[src/hdl/ecu_pkg.sv]
// ecu_pkg: shared constants, curve codes, control word and rom builders
// for the easing curve unit; no dependencies
package ecu_pkg;

	localparam int FRAC_BITS          = 16;
	localparam int SINE_TABLE_ENTRIES = 256;
	localparam int EXP_TABLE_ENTRIES  = 256;

	localparam int SINE_IDX_W = $clog2(SINE_TABLE_ENTRIES);
	localparam int EXP_IDX_W  = $clog2(EXP_TABLE_ENTRIES);

	localparam int T_W   = FRAC_BITS + 1;   // progress, one minus progress
	localparam int OUT_W = FRAC_BITS + 2;   // eased result
	localparam int EXP_W = FRAC_BITS + 2;   // exp rom entries reach two
	localparam int Z_W   = FRAC_BITS + 2;   // third product operand
	localparam int E_W   = FRAC_BITS + 4;   // scaled exponent argument
	localparam int B_W   = FRAC_BITS + 5;   // bounce abscissa times twenty-two
	localparam int D_W   = FRAC_BITS + 2;   // bounce offset magnitude
	localparam int RES_W = FRAC_BITS + 4;   // signed result before clamping
	localparam int Q30_BITS = 30;

	localparam logic [T_W-1:0] ONE  = T_W'(1) << FRAC_BITS;
	localparam logic [T_W-1:0] HALF = T_W'(1) << (FRAC_BITS - 1);

	localparam int EXP_SCALE  = 10;
	localparam int BOUNCE_MUL = 11;

	localparam logic [31:0] HALF_PI_Q30 = 32'd1686629713;
	localparam logic [31:0] LN2_Q30     = 32'd744261118;
	localparam logic [31:0] BACK_C1_Q30 = 32'd1827057613;
	localparam logic [31:0] BACK_C3_Q30 = 32'd2900799437;

	typedef enum logic [3:0] {
		K_LINEAR, K_QUAD_IN, K_QUAD_OUT, K_QUAD_INOUT,
		K_CUBIC_IN, K_CUBIC_OUT, K_CUBIC_INOUT,
		K_SINE_IN, K_SINE_OUT, K_SINE_INOUT,
		K_EXPO_IN, K_EXPO_OUT, K_BOUNCE_OUT, K_BACK_OUT
	} kind_t;

	typedef enum logic [1:0] {B_FIRST, B_SECOND, B_THIRD, B_TAIL} bregion_t;

	typedef struct packed {
		logic     valid;
		kind_t    kind;
		logic     lo;      // t below one half
		logic     neg;     // t above one half
		logic     zero;    // t is zero
		logic     full;    // t is one
		logic     sfull;   // sine argument is one
		bregion_t region;
	} ctl_t;

	typedef logic [T_W-1:0]   sine_rom_t [0:SINE_TABLE_ENTRIES];
	typedef logic [EXP_W-1:0] exp_rom_t  [0:EXP_TABLE_ENTRIES];

	function automatic logic [63:0] q30_to_frac(input longint v);
		logic [63:0] w;
		w = (v < 0) ? 64'd0 : 64'(v);
		return (w + (64'd1 << (Q30_BITS - FRAC_BITS - 1))) >> (Q30_BITS - FRAC_BITS);
	endfunction

	function automatic sine_rom_t build_sine();
		sine_rom_t   r;
		logic [63:0] x, x2, term, fr;
		longint      sum;
		for (int i = 0; i <= SINE_TABLE_ENTRIES; i++) begin
			x = 64'(i) * 64'(HALF_PI_Q30) / 64'(SINE_TABLE_ENTRIES);
			x2 = (x * x) >> Q30_BITS;
			term = x;
			sum = longint'(x);
			for (int k = 1; k <= 7; k++) begin
				term = ((term * x2) >> Q30_BITS) / 64'((2 * k) * (2 * k + 1));
				if (k % 2 == 1) begin
					sum = sum - longint'(term);
				end else begin
					sum = sum + longint'(term);
				end
			end
			fr = q30_to_frac(sum);
			if (fr > 64'(ONE)) begin
				fr = 64'(ONE);
			end
			r[i] = T_W'(fr);
		end
		r[SINE_TABLE_ENTRIES] = ONE;
		return r;
	endfunction

	function automatic exp_rom_t build_exp();
		exp_rom_t    r;
		logic [63:0] y, term, sum;
		for (int i = 0; i <= EXP_TABLE_ENTRIES; i++) begin
			y = 64'(i) * 64'(LN2_Q30) / 64'(EXP_TABLE_ENTRIES);
			term = 64'd1 << Q30_BITS;
			sum = term;
			for (int k = 1; k <= 12; k++) begin
				term = ((term * y) >> Q30_BITS) / 64'(k);
				sum = sum + term;
			end
			r[i] = EXP_W'(q30_to_frac(longint'(sum)));
		end
		r[0] = EXP_W'(ONE);
		r[EXP_TABLE_ENTRIES] = EXP_W'(ONE) << 1;
		return r;
	endfunction

	localparam sine_rom_t SINE_ROM = build_sine();
	localparam exp_rom_t  EXP_ROM  = build_exp();

	// linear interpolation between neighbouring rom entries, rounded half up
	function automatic logic [EXP_W-1:0] interp(input logic [EXP_W-1:0] a,
			input logic [EXP_W-1:0] b, input logic [FRAC_BITS-1:0] fr);
		logic [EXP_W-1:0]           diff;
		logic [EXP_W+FRAC_BITS:0]   prod;
		logic [EXP_W-1:0]           step;
		diff = (b >= a) ? (b - a) : (a - b);
		prod = (EXP_W + FRAC_BITS + 1)'(diff) * (EXP_W + FRAC_BITS + 1)'(fr)
			+ ((EXP_W + FRAC_BITS + 1)'(1) << (FRAC_BITS - 1));
		step = EXP_W'(prod >> FRAC_BITS);
		return (b >= a) ? (a + step) : (a - step);
	endfunction

endpackage

[src/hdl/ecu_prep.sv]
// ecu_prep: first pipeline stage, clamps progress and forms the operands
// of every curve; uses ecu_pkg
module ecu_prep (
	input  logic                         clk,
	input  logic                         arst_n,
	input  logic                         en,
	input  logic                         in_valid,
	input  logic [3:0]                   kind,
	input  logic [ecu_pkg::T_W-1:0]      progress,
	output ecu_pkg::ctl_t                ctl_s1,
	output logic [ecu_pkg::T_W-1:0]      t_s1,
	output logic [ecu_pkg::T_W-1:0]      x_s1,
	output logic [ecu_pkg::T_W-1:0]      y_s1,
	output logic [ecu_pkg::Z_W-1:0]      z_s1,
	output logic [ecu_pkg::T_W-1:0]      sarg_s1,
	output logic [ecu_pkg::E_W-1:0]      earg_s1,
	output logic [ecu_pkg::D_W-1:0]      dmag_s1
);

	logic [ecu_pkg::T_W-1:0] t, u, v, x, sarg;
	logic [ecu_pkg::T_W:0]   t2;
	logic [ecu_pkg::Z_W-1:0] z;
	logic [ecu_pkg::E_W-1:0] earg;
	logic [ecu_pkg::B_W-1:0] t11, t22, bd;
	logic [ecu_pkg::D_W-1:0] dmag;
	logic                    sel_u;
	ecu_pkg::ctl_t           ctl;

	function automatic logic [ecu_pkg::B_W-1:0] absdiff(input logic [ecu_pkg::B_W-1:0] a,
			input logic [ecu_pkg::B_W-1:0] b);
		return (a >= b) ? (a - b) : (b - a);
	endfunction

	function automatic logic [ecu_pkg::B_W-1:0] ones(input int n);
		return ecu_pkg::B_W'(n) << ecu_pkg::FRAC_BITS;
	endfunction

	always_comb begin
		t = (progress > ecu_pkg::ONE) ? ecu_pkg::ONE : progress;
		u = ecu_pkg::ONE - t;
		t2 = {t, 1'b0};
		ctl.valid = in_valid;
		ctl.kind = ecu_pkg::kind_t'(kind);
		ctl.lo = (t < ecu_pkg::HALF);
		ctl.neg = (t > ecu_pkg::HALF);
		ctl.zero = (t == '0);
		ctl.full = (t == ecu_pkg::ONE);

		case (ctl.kind)
			ecu_pkg::K_QUAD_OUT, ecu_pkg::K_CUBIC_OUT, ecu_pkg::K_BACK_OUT: begin
				sel_u = 1'b1;
			end
			ecu_pkg::K_QUAD_INOUT, ecu_pkg::K_CUBIC_INOUT: begin
				sel_u = !ctl.lo;
			end
			default: begin
				sel_u = 1'b0;
			end
		endcase
		v = sel_u ? u : t;
		x = (ctl.kind == ecu_pkg::K_QUAD_INOUT) ? (v << 1) : v;
		z = (ctl.kind == ecu_pkg::K_CUBIC_INOUT) ? (ecu_pkg::Z_W'(v) << 2)
			: ecu_pkg::Z_W'(v);

		// sine argument on the quarter wave
		case (ctl.kind)
			ecu_pkg::K_SINE_IN: begin
				sarg = u;
			end
			ecu_pkg::K_SINE_INOUT: begin
				sarg = ctl.neg ? ecu_pkg::T_W'(t2 - {1'b0, ecu_pkg::ONE})
					: ecu_pkg::T_W'({1'b0, ecu_pkg::ONE} - t2);
			end
			default: begin
				sarg = t;
			end
		endcase
		ctl.sfull = (sarg == ecu_pkg::ONE);

		earg = ecu_pkg::E_W'((ctl.kind == ecu_pkg::K_EXPO_IN) ? t : u)
			* ecu_pkg::E_W'(ecu_pkg::EXP_SCALE);

		// bounce: pick the parabola and its offset from its vertex
		t11 = ecu_pkg::B_W'(t) * ecu_pkg::B_W'(ecu_pkg::BOUNCE_MUL);
		t22 = t11 << 1;
		if (t11 < ones(4)) begin
			ctl.region = ecu_pkg::B_FIRST;
			bd = t11;
		end else if (t11 < ones(8)) begin
			ctl.region = ecu_pkg::B_SECOND;
			bd = absdiff(t11, ones(6));
		end else if (t11 < ones(10)) begin
			ctl.region = ecu_pkg::B_THIRD;
			bd = absdiff(t11, ones(9));
		end else begin
			ctl.region = ecu_pkg::B_TAIL;
			bd = absdiff(t22, ones(21));
		end
		dmag = ecu_pkg::D_W'(bd);
	end

	always_ff @(posedge clk or negedge arst_n) begin
		if (!arst_n) begin
			ctl_s1 <= '0;
		end else if (en) begin
			ctl_s1 <= ctl;
		end
	end

	always_ff @(posedge clk) begin
		if (en) begin
			t_s1 <= t;
			x_s1 <= x;
			y_s1 <= v;
			z_s1 <= z;
			sarg_s1 <= sarg;
			earg_s1 <= earg;
			dmag_s1 <= dmag;
		end
	end

endmodule

[config.mk]
export PLATFORM = sky130hd
export DESIGN_NAME = ecu_prep
export DESIGN_NICKNAME = d
export VERILOG_FILES = /design/src/hdl/ecu_pkg.sv /design/src/hdl/ecu_prep.sv
export SDC_FILE = /design/constraint.sdc
export NUM_CORES = 1
export LEC_CHECK = 0
export BUFFER_PORTS_ARGS = -buffer_cell sky130_fd_sc_hd__buf_4
export CAP_MARGIN = 40
export CORE_MARGIN = 5
export CORE_UTILIZATION = 58
export DETAILED_ROUTE_END_ITERATION = 10
export PLACE_DENSITY = 0.82
export SLEW_MARGIN = 10
export SYNTH_ARGS = -nofsm -noshare
export SYNTH_HDL_FRONTEND = slang
export SYNTH_SLANG_ARGS = --single-unit
export TNS_END_PERCENT = 20
[constraint.sdc]
create_clock -name clk -period 1.8 [get_ports clk]
set_input_delay 0.18 -clock clk [delete_from_list [all_inputs] [get_ports clk]]
set_output_delay 0.18 -clock clk [all_outputs]
set_load 0.02 [all_outputs]
==> results of run 1 <==
Yosys cell counts, types with 10 or more instances:
master | n | share of area [%]
a211oi_2 | 12 | 1.5
a21o_1 | 10 | 0.74
a21oi_1 | 72 | 3.5
clkbuf_1 | 28 | 1.0
dfrtp_1 | 12 | 3.0
edfxtp_1 | 121 | 36
fa_1 | 15 | 3.0
ha_1 | 75 | 9.2
inv_1 | 71 | 2.6
mux2_2 | 16 | 1.8
nand2_1 | 83 | 3.1
nand3_1 | 20 | 0.99
nor2_1 | 104 | 3.8
nor3_1 | 30 | 1.5
o21ai_0 | 46 | 2.3
o221ai_1 | 13 | 1.1
xnor2_1 | 41 | 3.5
xor2_1 | 18 | 1.6
stage by stage:
stage | hold WS (ns) | instance area [µm²] | setup slack (ns) | cells | setup TNS (ns)
after floorplan | -0.116 | 10500 | -3.16 | 1030 | -108.09
after global placement | 0.0269 | 14300 | -3.34 | 1721 | -150.94
after detailed placement | 0.0319 | 14300 | -3.42 | 1721 | -155.37
after CTS | 0.0525 | 15800 | -2.61 | 1773 | -77.14
layer usage:
layer | track usage, % | overflow
met5 | 6.46 | 0
met4 | 62.0 | 2
met3 | 40.3 | 0
met2 | 87.6 | 2
met1 | 65.5 | 0
cell families after synthesis:
family | Yosys count | synth area share [%]
other | 1 | 0.0369
muxes | 23 | 2.48
xor gates and xnor gates | 61 | 5.52
AOI/OAI and AO/OA | 265 | 18.9
buffers and inverters | 128 | 5.85
DFF | 133 | 38.7
and+or+nand+nor | 328 | 16.2
adders and majority gates | 91 | 12.3
repair_timing:
item,4_1_cts
endpoints found under the setup margin,100
gates cloned,0
endpoints found under the hold margin,13
resized for setup,170
hold buffers,2
setup buffers,22
pin swaps,68
==> flow_summary.toml, run 1 <==
[floorplan]
die_width_um = 142
start_util_pct = 58.9
pin_count = 161
fp.dieH_um = 142
rows = 48

[yosys]
ys_types = 107
synth_flop_cell = "edfxtp_1"
synth_edf_count = 121
synthArstFlopShare_pct = 9.02
synth.net_count = 1145
syn-instance-count = 1030
syn_avg_cell_area_um2 = 9.86
yosysSeqAreaShare_pct = 38.7
synth-seq-cells = 133
yosys_warnings = 0
netlist_area_mm2 = 0.0102

[clock_tree]
htree_levels = 4
cts_buffers = 17
cts_max_path_buffers = 2
cts-root-buf = "clkbuf_16"
clock-sinks = 133

[place]
place.gp.congestion = 1.02
dp_hpwl_um = 28600
io_buffer_count = 159

[timing]
crit_endpoint = "dmag_s1[6]$_DFFE_PP_/D"
worst-ep-kind = "sequential cell input"

[global_routing]
grt_max_degree = 49
gr-total-overflow = 4
grtUsageTotal_pct = 64.3

[status]
status = "aborted with a tool error"
failed_stage = "global routing (5_1_grt)"
error = "[ERROR GRT-0232] Routing congestion too high. Check the congestion heatmap in the GUI."
==> inputs of run 2 (changes only) <==
--- a/config.mk
+++ b/config.mk
@@ -8,9 +8,9 @@
 export BUFFER_PORTS_ARGS = -buffer_cell sky130_fd_sc_hd__buf_4
 export CAP_MARGIN = 40
 export CORE_MARGIN = 5
-export CORE_UTILIZATION = 58
+export CORE_UTILIZATION = 40
 export DETAILED_ROUTE_END_ITERATION = 10
-export PLACE_DENSITY = 0.82
+export PLACE_DENSITY_LB_ADDON = 0.15
 export SLEW_MARGIN = 10
 export SYNTH_ARGS = -nofsm -noshare
 export SYNTH_HDL_FRONTEND = slang
==> run 2 against run 1 <==
Compared with the run above:
- the flow now finishes, with violations (setup timing)
- area after synthesis is the same
- synthesized cell count is the same
==> flow_summary.toml, run 2 <==
[status]
status = "finished, violations left"
violations = "setup timing"

[timing]
finalMaxSlewViolations = 0
setup_viol = 70
fmax_mhz = 218
worst_slack_ns = -2.78
holdWs_ns = 0.0654
tns_ns = -78.30
period_minus_slack_ns = 4.58
hold_viol = 0
rsz0062_at_grt = "true"
min_period_over_period_pct = 254
finalClockSkew_ns = 0

[place]
dp_hpwl_um = 27900
place.gp.congestion = 0.956
io_buffer_count = 159

[yosys]
syn_avg_cell_area_um2 = 9.86
yosysMostFrequentCell = "edfxtp_1"
yosysSeqAreaShare_pct = 38.7
yosys_warnings = 0
synth_top_area_share_pct = 35.8
synth.area.top_cells = "edfxtp_1 36%, ha_1 9.2%, nor2_1 3.8%"
synth_top_cell_by_area = "edfxtp_1"
syn-instance-count = 1030
synth_edf_count = 121
netlist_area_mm2 = 0.0102
synthArstFlopShare_pct = 9.02
synth_common_cells = "121 x edfxtp_1, 104 x nor2_1, 83 x nand2_1, 75 x ha_1, 72 x a21oi_1"
ys_types = 107
synth-seq-cells = 133
synth.net_count = 1145
synth_flop_cell = "edfxtp_1"

[min_path]
worstHoldPathType = "primary input to flop"
hp-start = "kind[1]"

[routing]
drtIter0Drc = 711
drt_wl_total_um = 36000
ant_nets = 0
firstDrtPassIters = 5
drt-vias-per-instance = 5.29
drc_errors = 0
vias = 9948
wl_per_cell_um = 19.1

[clock_tree]
htree_levels = 4
clk_pin_slew_worst_paths_ns = 0.07
cts-root-buf = "clkbuf_16"
insertion_delay_ns = 0.42
cts_buffers = 17
cts_tree = "yes"
cts_max_path_buffers = 2
clock-sinks = 133

[critical_path]
rrSetupSlack_ns = 1.00
reg2reg_depth = 1
critPathRequiredTime_ns = 1.99
start_kind = "primary input"
path_class = "primary input to flop"
worst_ep_arrival_time_ns = 4.77
r2r_start = "ctl_s1[3]$_DFFE_PN0P_"
critPathCaptureType = "flop"
r2r_end = "ctl_s1[3]$_DFFE_PN0P_"
cp-startpoint = "progress[7]"
cp_max_fo = 6
endpoint = "dmag_s1[17]$_DFFE_PP_"

[global_routing]
gr-usage-met2_pct = 43.3
grtUsageTotal_pct = 25.0
use_met3_pct = 2.54
top_usage_layer = "met2"
use_met1_pct = 34.1
antenna_found_initial = 0
grt_pass1_wl_um = 56500
grt_pass1_vias = 10100
grt_max_degree = 79
gr-total-overflow = 0

[cells_and_area]
n_fill_cell = 2146
top_regs = "dmag_s1: 18 flops, earg_s1: 18 flops, z_s1: 18 flops"
drive_gt1_share_pct = 49.3
final_common_cell = "buf_4"
fin_util_pct = 63.9
area_growth_pct = 58.1
fin_nets = 1654
diodes = 0
mostFrequentLayoutCells = "502 x buf_4, 121 x edfxtp_1, 94 x nor2_1"

[floorplan]
fp.dieH_um = 169
floorplan.die_area_mm2 = 0.0287
pin_count = 161
start_util_pct = 40.5
rows = 58
die_width_um = 169
coreArea_mm2 = 0.0251

[power]
p_per_area_mw_per_mm2 = 1010
ir_worst_vdd_v = 0.000761
p_leak_nw = 7.19

[run]
cap_viol_max_count = 0
==> run 2: cell counts after synthesis <==
Identical to the previous run, type by type.
==> run 2: final cells by class <==
class / instances / area, µm² / share of cell area [%]
multi-input cells: 769 / 6500 / 40.5
flip-flops and latches: 133 / 3930 / 24.5
repair buffers: 545 / 4320 / 26.9
well taps: 330 / 413 / 2.57
inverters: 73 / 289 / 1.80
clock buffers: 18 / 429 / 2.67
clock inverters: 14 / 164 / 1.02
==> run 2: where the power goes <==
group | internal [W] | switching (W)
Clock | 0.00209 | 0.00161
Combinational | 0.00397 | 0.00421
Sequential | 0.00410 | 0.000169
==> run 2: worst min-delay path by stage <==
stage / endpoint / slack [ns] / cells past startpoint
floorplan: ctl_s1[0]$_DFFE_PN0P_ / -0.12 / 0
global placement: ctl_s1[11]$_DFFE_PN0P_ / 0.06 / 1
detailed placement: ctl_s1[6]$_DFFE_PN0P_ / 0.06 / 1
CTS: ctl_s1[8]$_DFFE_PN0P_ / 0.05 / 2
global route: ctl_s1[8]$_DFFE_PN0P_ / 0.07 / 2
finish: ctl_s1[8]$_DFFE_PN0P_ / 0.07 / 2
==> run 2: logic make-up after synthesis <==
kind of cell             share of synthesized area, %
buffers and inverters                            5.85
other                                          0.0369
AO/OA/AOI/OAI                                    18.9
flip-flops                                       38.7
AND/OR/NAND/NOR                                  16.2
XOR/XNOR                                         5.52
adder cells (fa/ha/maj)                          12.3
multiplexers                                     2.48
==> run 2: timing repair <==
action                                  CTS  global route
pin swaps                                44            35
hold buffers                              2             0
buffers inserted                         17             5
hold endpoints to repair                 13             0
gates resized for setup                 140            47
endpoints found under the setup margin  104            92
==> run 2: per-stage QoR <==
| stage | worst slack, ns | cell area, µm² | std cells | total power (W) |
|---|---|---|---|---|
| finish | -2.78 | 16100 | 1882 | 0.0161 |
| detailed placement | -3.57 | 14500 | 1829 | 0.0118 |
| global placement | -3.51 | 14500 | 1828 | 0.0118 |
| CTS | -2.65 | 15800 | 1879 | 0.0161 |
| global route | -2.93 | 16100 | 1882 | 0.0170 |
| floorplan | -3.16 | 10500 | 1030 | 0.00852 |
==> run 2: worst max-delay path, cell delays in order <==
cell      delay [ns]
buf_8           0.10
nor4_4          0.32
nand2_2         0.12
o31ai_4         0.40
nand2_2         0.16
inv_4           0.13
ha_4            0.21
fa_1            0.48
ha_4            0.29
buf_4           0.15
a21oi_2         0.15
buf_4           0.13
nand2_1         0.05
a21oi_2         0.15
a21boi_4        0.10
xnor2_4         0.16
ha_2            0.18
nor3b_4         0.15
o31a_4          0.42
a21oi_4         0.16
mux2_4          0.31
a211o_1         0.25
==> run 2: layer usage <==
layer  wire [µm]  up-vias
met5           0        -
met4         558        0
met3        1510       33
met2       17700      261
met1       16200     4845
li1            -     4809
No activity file was read; power rests on OpenSTA's default activity.
